## config.mk

```make
export PLATFORM = sky130hd
export DESIGN_NAME = led_pixel_pulse_encoder_unit
export DESIGN_NICKNAME = d
export VERILOG_FILES = /design/src/hw/rtl/lpe_pkg.sv /design/src/hw/rtl/led_pixel_pulse_encoder_unit.sv /design/src/hw/rtl/lpe_lane.sv /design/src/hw/rtl/lpe_serializer.sv
export SDC_FILE = /design/constraint.sdc
export NUM_CORES = 1
export LEC_CHECK = 0
export ABC_AREA = 1
export BUFFER_PORTS_ARGS = -buffer_cell sky130_fd_sc_hd__buf_4
export CAP_MARGIN = 20
export CORE_AREA = 3 3 225 227
export DETAILED_ROUTE_END_ITERATION = 12
export DIE_AREA = 0 0 228 230
export HOLD_SLACK_MARGIN = 0.08
export SYNTH_ARGS = -nofsm -noshare
export SYNTH_HDL_FRONTEND = slang
export SYNTH_SLANG_ARGS = --single-unit
```

## constraint.sdc

```tcl
create_clock -name clk -period 11.6 [get_ports clk]
set_clock_uncertainty 0.1 [all_clocks]
set_input_delay 0 -clock clk [delete_from_list [all_inputs] [get_ports clk]]
set_output_delay 0 -clock clk [all_outputs]
set_load 0.01 [all_outputs]
```

## src/hw/rtl/lpe_pkg.sv

```systemverilog
// Shared constants and types for the LED pixel pulse encoder.
// No dependencies; every other file of the block imports this package.
`default_nettype none
package lpe_pkg;

  localparam int LPE_LED_COUNT     = 16;
  localparam int LPE_INDICATOR_MIN = 16;

  localparam int BITS_PER_LED = 24;
  localparam int CNT_W        = 5;
  localparam int SLOT_W       = 9;
  localparam int CH_W         = 8;

  localparam logic [7:0] CFG_RGB_BRIGHTNESS       = 8'd0;
  localparam logic [7:0] CFG_INDICATOR_BRIGHTNESS = 8'd1;
  localparam logic [7:0] CFG_ONE_TIME             = 8'd2;
  localparam logic [7:0] CFG_ZERO_TIME            = 8'd3;

  localparam logic [7:0] RST_RGB_BRIGHTNESS       = 8'd255;
  localparam logic [7:0] RST_INDICATOR_BRIGHTNESS = 8'd255;
  localparam logic [7:0] RST_ONE_TIME             = 8'd51;
  localparam logic [7:0] RST_ZERO_TIME            = 8'd21;

  typedef struct packed {
    logic s1_en;
    logic s2_en;
  } lane_ctl_t;

endpackage
`default_nettype wire

```

## src/hw/rtl/led_pixel_pulse_encoder_unit.sv

```systemverilog
// Top level of the LED pixel pulse encoder; holds the configuration
// registers and the input stages. Depends on lpe_pkg, lpe_lane, lpe_serializer.
`default_nettype none
// A pixel word (LED index, red, green, blue) passes through two stages in
// which three lanes scale the colors in parallel, and then leaves as 24
// pulse words, one per cycle while out_stall is low, green first and MSB
// first. The output serializer sets the rate: it sends one pixel at a time,
// with the next pixels taken in and scaled while the current one is still
// being sent. A pixel whose index is at or above LED_COUNT is taken and
// dropped without output.
// Configuration writes are always ready and must happen only while idle.
module led_pixel_pulse_encoder_unit #(
  parameter int LED_COUNT     = lpe_pkg::LPE_LED_COUNT,
  parameter int INDICATOR_MIN = lpe_pkg::LPE_INDICATOR_MIN
) (
  input  wire logic                       clk,
  input  wire logic                       rst_n,
  input  wire logic                       in_valid,
  output logic                            in_stall,
  input  wire logic [7:0]                 in_led_index,
  input  wire logic [7:0]                 in_red,
  input  wire logic [7:0]                 in_green,
  input  wire logic [7:0]                 in_blue,
  output logic                            out_valid,
  input  wire logic                       out_stall,
  output logic      [lpe_pkg::SLOT_W-1:0] out_slot_address,
  output logic      [7:0]                 out_high_time,
  output logic                            out_last_word,
  input  wire logic                       cfg_valid,
  output logic                            cfg_ready,
  input  wire logic [7:0]                 cfg_index,
  input  wire logic [7:0]                 cfg_data
);
  import lpe_pkg::*;

  logic [7:0] rgb_br_r, ind_br_r, one_time_r, zero_time_r;

  logic              s1_v_r, s2_v_r;
  logic [SLOT_W-1:0] s1_slot_r, s2_slot_r;
  logic [7:0]        bright;
  logic [7:0]        ind_eff;
  logic              in_range;
  logic              in_acc;
  logic              pix_take;
  logic              s2_free, s1_free;
  lane_ctl_t         ctl;
  logic [CH_W-1:0]   sc_r, sc_g, sc_b;
  logic [SLOT_W-1:0] base_slot;

  assign cfg_ready = 1'b1;

  always_ff @(posedge clk) begin
    if (!rst_n) begin
      rgb_br_r    <= RST_RGB_BRIGHTNESS;
      ind_br_r    <= RST_INDICATOR_BRIGHTNESS;
      one_time_r  <= RST_ONE_TIME;
      zero_time_r <= RST_ZERO_TIME;
    end else if (cfg_valid) begin
      case (cfg_index)
        CFG_RGB_BRIGHTNESS:       rgb_br_r    <= cfg_data;
        CFG_INDICATOR_BRIGHTNESS: ind_br_r    <= cfg_data;
        CFG_ONE_TIME:             one_time_r  <= cfg_data;
        CFG_ZERO_TIME:            zero_time_r <= cfg_data;
        default: ;
      endcase
    end
  end

  assign s2_free  = !s2_v_r || pix_take;
  assign s1_free  = !s1_v_r || s2_free;
  assign in_stall = !s1_free;
  assign in_acc   = in_valid && s1_free;

  assign in_range = {1'b0, in_led_index} < 9'(LED_COUNT);
  assign ind_eff  = (ind_br_r < 8'(INDICATOR_MIN)) ? 8'(INDICATOR_MIN) : ind_br_r;
  assign bright   = ((LED_COUNT > 1) && (in_led_index == 8'd0)) ? ind_eff : rgb_br_r;
  assign base_slot = SLOT_W'({1'b0, in_led_index} << 4) + SLOT_W'({1'b0, in_led_index} << 3);

  assign ctl.s1_en = in_acc;
  assign ctl.s2_en = s1_v_r && s2_free;

  always_ff @(posedge clk) begin
    if (!rst_n) begin
      s1_v_r <= 1'b0;
      s2_v_r <= 1'b0;
    end else begin
      if (s1_free) begin
        s1_v_r <= in_valid && in_range;
      end
      if (s2_free) begin
        s2_v_r <= s1_v_r;
      end
    end
  end

  always_ff @(posedge clk) begin
    if (ctl.s1_en) begin
      s1_slot_r <= base_slot;
    end
    if (ctl.s2_en) begin
      s2_slot_r <= s1_slot_r;
    end
  end

  lpe_lane u_lane_r (
    .clk    (clk),
    .ctl    (ctl),
    .color  (in_red),
    .bright (bright),
    .scaled (sc_r)
  );

  lpe_lane u_lane_g (
    .clk    (clk),
    .ctl    (ctl),
    .color  (in_green),
    .bright (bright),
    .scaled (sc_g)
  );

  lpe_lane u_lane_b (
    .clk    (clk),
    .ctl    (ctl),
    .color  (in_blue),
    .bright (bright),
    .scaled (sc_b)
  );

  lpe_serializer u_ser (
    .clk              (clk),
    .rst_n            (rst_n),
    .pix_valid        (s2_v_r),
    .green            (sc_g),
    .red              (sc_r),
    .blue             (sc_b),
    .base_slot        (s2_slot_r),
    .one_time         (one_time_r),
    .zero_time        (zero_time_r),
    .pix_take         (pix_take),
    .out_valid        (out_valid),
    .out_stall        (out_stall),
    .out_slot_address (out_slot_address),
    .out_high_time    (out_high_time),
    .out_last_word    (out_last_word)
  );

endmodule
`default_nettype wire

```

## src/hw/rtl/lpe_lane.sv

```systemverilog
// One color lane: registered 8x8 product, then floor(product / 255).
// Depends on lpe_pkg for the lane control struct and widths.
`default_nettype none
module lpe_lane (
  input  wire logic                    clk,
  input  wire lpe_pkg::lane_ctl_t      ctl,
  input  wire logic [lpe_pkg::CH_W-1:0] color,
  input  wire logic [lpe_pkg::CH_W-1:0] bright,
  output logic      [lpe_pkg::CH_W-1:0] scaled
);
  import lpe_pkg::*;

  logic [2*CH_W-1:0] prod_r;
  logic [CH_W-1:0]   scaled_r;
  logic [2*CH_W:0]   sum;
  logic [CH_W:0]     q_est;
  logic [2*CH_W:0]   rem;
  logic [CH_W:0]     q_fix;

  // The estimate (p + p/256) / 256 is never above the true quotient and
  // at most one below it, so a single compare finishes the division.
  always_comb begin
    sum   = {1'b0, prod_r} + {{(CH_W+1){1'b0}}, prod_r[2*CH_W-1:CH_W]};
    q_est = sum[2*CH_W:CH_W];
    rem   = {1'b0, prod_r} - {q_est, {CH_W{1'b0}}} + {{CH_W{1'b0}}, q_est};
    q_fix = (rem >= (2*CH_W+1)'(255)) ? q_est + (CH_W+1)'(1) : q_est;
  end

  always_ff @(posedge clk) begin
    if (ctl.s1_en) begin
      prod_r <= color * bright;
    end
    if (ctl.s2_en) begin
      scaled_r <= q_fix[CH_W-1:0];
    end
  end

  assign scaled = scaled_r;

endmodule
`default_nettype wire

```

## src/hw/rtl/lpe_serializer.sv

```systemverilog
// Merge stage: joins the three lane results into one GRB pixel and sends
// it as 24 pulse words, MSB first. Depends on lpe_pkg.
`default_nettype none
module lpe_serializer (
  input  wire logic                        clk,
  input  wire logic                        rst_n,
  input  wire logic                        pix_valid,
  input  wire logic [lpe_pkg::CH_W-1:0]    green,
  input  wire logic [lpe_pkg::CH_W-1:0]    red,
  input  wire logic [lpe_pkg::CH_W-1:0]    blue,
  input  wire logic [lpe_pkg::SLOT_W-1:0]  base_slot,
  input  wire logic [7:0]                  one_time,
  input  wire logic [7:0]                  zero_time,
  output logic                             pix_take,
  output logic                             out_valid,
  input  wire logic                        out_stall,
  output logic      [lpe_pkg::SLOT_W-1:0]  out_slot_address,
  output logic      [7:0]                  out_high_time,
  output logic                             out_last_word
);
  import lpe_pkg::*;

  logic                    busy_r, busy_nxt;
  logic [CNT_W-1:0]        cnt_r;
  logic [BITS_PER_LED-1:0] word_r;
  logic [SLOT_W-1:0]       slot_r;
  logic                    last;
  logic                    done;

  assign last     = (cnt_r == CNT_W'(BITS_PER_LED - 1));
  assign done     = busy_r && last && !out_stall;
  assign pix_take = pix_valid && (!busy_r || done);

  always_comb begin
    busy_nxt = busy_r;
    if (pix_take) begin
      busy_nxt = 1'b1;
    end else if (done) begin
      busy_nxt = 1'b0;
    end
  end

  always_ff @(posedge clk) begin
    if (!rst_n) begin
      busy_r <= 1'b0;
    end else begin
      busy_r <= busy_nxt;
    end
  end

  always_ff @(posedge clk) begin
    if (pix_take) begin
      word_r <= {green, red, blue};
      slot_r <= base_slot;
      cnt_r  <= '0;
    end else if (busy_r && !out_stall) begin
      word_r <= {word_r[BITS_PER_LED-2:0], 1'b0};
      slot_r <= slot_r + SLOT_W'(1);
      cnt_r  <= cnt_r + CNT_W'(1);
    end
  end

  assign out_valid        = busy_r;
  assign out_slot_address = slot_r;
  assign out_high_time    = word_r[BITS_PER_LED-1] ? one_time : zero_time;
  assign out_last_word    = last;

endmodule
`default_nettype wire

```

==> qor.log <==
INFO  clock_tree     clk_transition_reported_paths=70ps
INFO  detailed_routing drtIter0Drc=775
INFO  placed_design  place.detailed.instances=2883
INFO  timing         fmax=155.4MHz
INFO  clock_tree     cts-root-buf=clkbuf_16
INFO  hold_path      worstHoldStart=cfg_index[2]
INFO  power          seq_power_share=0.156
INFO  setup_path     r2r-end=u_lane_b.prod_r[15]
INFO  setup_path     timing.critical_path.slowest_cell_delay=540ps
INFO  power          cellPowerDensity=306.2mW/mm²
INFO  hold_path      min_path_cells=5
INFO  timing         finalCriticalPeriod=6436ps
INFO  detailed_routing detailroute.via_count=13821
INFO  setup_path     required=11690ps
INFO  logic_synthesis synthFlopType=edfxtp_1
INFO  power          clkPwrFrac=0.100
INFO  setup_path     endpoint_kind=flop
INFO  detailed_routing drc_errors=0
INFO  cells_and_area syn_to_final_growth=13.48%
INFO  detailed_routing routed_wl=39.81mm
INFO  timing         finalSetupTns=0ps
INFO  setup_path     path_delay_family=adder cells
INFO  setup_path     cp_data_arrival_time=6530ps
INFO  placed_design  routabilityCongestion=0.8580
INFO  setup_path     critical_path.startpoint_type=input pin
INFO  logic_synthesis yosysWarningCount=0
INFO  setup_path     setup.worst_path.class=input pin to flop
INFO  power          cell_internal_pwr=2.840mW
INFO  power          total_leakage_power=9.905nW
INFO  detailed_routing drt_pass1_iterations=5
INFO  clock_tree     cts_num_sinks=157
INFO  grt            grt_util_all_layers=0.1536
INFO  setup_path     worstPathMaxFanout=14
INFO  floorplanning  die-height=230µm
INFO  logic_synthesis synth.net_count=2562
INFO  detailed_routing routed_len_inst=13.48µm
INFO  setup_path     worstRegToRegCells=23
INFO  timing         worst-slew-pin-transition=852.9ps
INFO  logic_synthesis synth.top_cells.by_area=edfxtp_1 21%, ha_1 17%, fa_1 13%
INFO  clock_tree     tritoncts_clock_tree=done
INFO  clock_tree     clock_tree.htree_level_count=4
INFO  hold_path      hold_path_class=input pin to flop
INFO  logic_synthesis post_synth.cell_area_avg=7.815µm²
INFO  grt            first_global_vias=13775
INFO  cells_and_area fillCellCount=5044
INFO  floorplanning  die_area=0.05244mm²
INFO  floorplanning  core-area=0.04885mm²
INFO  timing         finalSetupViolations=0
INFO  cells_and_area layout-drive-gt1-share=0.07339
INFO  detailed_routing vias_per_cell=4.680
INFO  clock_tree     ctsLongestPathBuffers=2
INFO  setup_path     worst_path_most_repeated_cell=inv_1
INFO  timing         report.final.hold_viol_count=0
INFO  timing         post-route-worst-setup-slack=5164ps
INFO  logic_synthesis synth_largest_area_cell=edfxtp_1
INFO  cells_and_area nNetsFinal=2666
INFO  setup_path     regToRegStartpoint=ind_br_r[5]
INFO  job            cap_viol_max_count=0
INFO  logic_synthesis netlist_instances=2172
INFO  grt            grt_overflow_total=0
INFO  setup_path     slowest_stage=fa_1
INFO  grt            grt_pass1_wl=66.55mm
INFO  timing         finalCritPeriodShare=0.5548
INFO  logic_synthesis netlist-cell-type-count=50
INFO  floorplanning  initial_core_util=0.3475
INFO  setup_path     reg2reg_setup_slack=5760ps
INFO  logic_synthesis asyncSetResetFlopFracSynth=0
INFO  timing         slew_viol_final=0
INFO  setup_path     cp.buffers_inverters=10
INFO  power          p_comb_frac=0.744
INFO  placed_design  numPortBuffers=72
INFO  logic_synthesis yosysSeqAreaShare=0.2542
INFO  cells_and_area final_core_utilization=0.3943
INFO  hold_path      worst_hold_path.endpoint=one_time_r[1]
INFO  power          p_sw=3.058mW
INFO  logic_synthesis syn_area=0.01697mm²
INFO  floorplanning  io_pins=74
INFO  timing         rsz_0062_raised_after_global_routing=no
INFO  timing         slew-limit-headroom=0.4261
INFO  logic_synthesis synthesis_stage_register_bit_count=157
INFO  detailed_routing postRouteAntennaNets=0
INFO  floorplanning  core.rowCount=81
INFO  outcome        run_status=finished, final reports clean
INFO  placed_design  detailedPlacementHpwl=32.40mm
INFO  power          power.ir.vdd_worst=0.1533mV
INFO  clock_tree     clock_latency_reported_for_the_late_side_of_the_worst_skew_pair=460ps
INFO  floorplanning  die_width=228µm
INFO  grt            antenna_found_initial=0
INFO  power          swShare=0.5185
INFO  cells_and_area final-instance-count-excl-fill=2953
INFO  placed_design  dp_slack=5282ps
INFO  clock_tree     numCtsBuffers=17
INFO  cells_and_area antenna_cells_inserted=0
INFO  grt            grt_start_max_net_pins=49
INFO  logic_synthesis yosysTopAreaCellShare=0.2070
INFO  clock_tree     cts-resized-gates=0
INFO  logic_synthesis number_of_flops_mapped_to_enable_cells_by_yosys=117
how the worst max path moves through the flow:
stage | slack [ps] | cells after the start | startpoint | end
floorplan | 6420 | 28 | in_led_index[4] | u_lane_b.prod_r[15]
global placement | 5420 | 27 | in_led_index[4] | u_lane_b.prod_r[15]
detailed placement | 5280 | 27 | in_led_index[4] | u_lane_b.prod_r[15]
CTS | 5190 | 28 | in_led_index[4] | u_lane_b.prod_r[15]
global route | 4660 | 28 | in_led_index[4] | u_lane_b.prod_r[15]
finish | 5160 | 28 | in_led_index[4] | u_lane_b.prod_r[15]
through the flow:
step / hold slack, ps / total power, mW / area (µm²)
after global routing: 203.8 / 6.639 / 19260
after floorplan: -1.131 / 4.364 / 16970
final: 171.4 / 5.898 / 19260
after CTS: 150.2 / 5.930 / 19260
after detailed placement: 103.6 / 5.291 / 18260
after global placement: 103.2 / 5.222 / 18260
power groups by stage:
stage	sequential [mW]	clock, mW	combinational, mW
after global routing	0.934	0.629	5.08
after floorplan	0.888	0	3.48
final	0.923	0.590	4.39
after global placement	0.933	0	4.29
after CTS	0.922	0.608	4.40
after detailed placement	0.934	0	4.36
cell families (layout without fill, tap and decap cells):
| kind of cell | Yosys count | after routing | synth area share |
|---|---|---|---|
| simple gates | 914 | 914 | 0.2243 |
| fa+ha+maj | 337 | 337 | 0.2966 |
| buf+inv | 457 | 574 | 0.1031 |
| other cells | 1 | 1 | 0.0002209 |
| flops | 157 | 157 | 0.2542 |
| xor+xnor | 91 | 91 | 0.04696 |
| mux | 3 | 3 | 0.001990 |
| compound gates | 212 | 212 | 0.07268 |
flip-flops by register name, summed over array words and instances, names as in the netlist:
signal                  flops
s2_v_r                      1
one_time_r                  8
u_lane_g.prod_r            16
s1_slot_r                   6
u_ser.out_slot_address      9
u_lane_g.scaled             8
s2_slot_r                   6
u_lane_r.scaled             8
u_ser.word_r               24
u_lane_r.prod_r            16
u_ser.out_valid             1
u_lane_b.scaled             8
u_lane_b.prod_r            16
zero_time_r                 8
ind_br_r                    8
s1_v_r                      1
u_ser.cnt_r                 5
rgb_br_r                    8
cells in the final DEF, fill, tap and decap left out, types with 17 or more instances in the layout:
cell,n
inv_1,415
edfxtp_1,117
nor2_1,217
dfxtp_1,40
fa_1,109
nand2_1,519
nand3_1,90
buf_4,82
xor2_1,49
o211ai_1,20
o21ai_0,43
dlygate4sd3_1,38
clkbuf_16,17
xnor2_1,42
ha_1,228
a21oi_1,101
Yosys cell counts (all sizes together), types with 4 or more instances:
cell,count
nand2,529
inv,419
ha,228
nor2,225
edfxtp,117
fa,109
a21oi,108
nand3,95
o21ai,54
xor2,49
xnor2,42
dfxtp,40
buf,22
o211ai,20
nand4,16
or2,16
clkbuf,13
nor3,13
a21o,7
nand3b,7
o21bai,7
o21a,6
nor3b,5
nor4,4
metal layers:
metal / GRT usage / up-vias / part of all wire
met5: 0 / - / 0
met4: 0.03552 / 0 / 0.012
met3: 0.02725 / 28 / 0.046
met2: 0.2571 / 308 / 0.46
met1: 0.2071 / 6415 / 0.49
li1: - / 7070 / -
layout make-up:
cell class | instances | area, µm² | share of cell area
inverter | 422 | 1584 | 0.08223
timing repair buffer | 120 | 996.0 | 0.05171
sequential | 157 | 4314 | 0.2240
clock inverter | 14 | 197.7 | 0.01026
multi-input combinational | 1558 | 10910 | 0.5664
clock buffer | 18 | 429.2 | 0.02228
tap | 664 | 830.8 | 0.04313
what timing repair did:
item                                   in CTS  in global routing
setup buffers                               0                  0
hold buffers                               38                  0
endpoints found under the hold margin      58                  0
worst min-delay path: cells and delay by family:
family	cells	cell delay, ps
buffers and inverters	1	70
AO/OA/AOI/OAI	1	120
AND/OR/NAND/NOR	3	480
No activity file was read; power rests on OpenSTA's default activity.
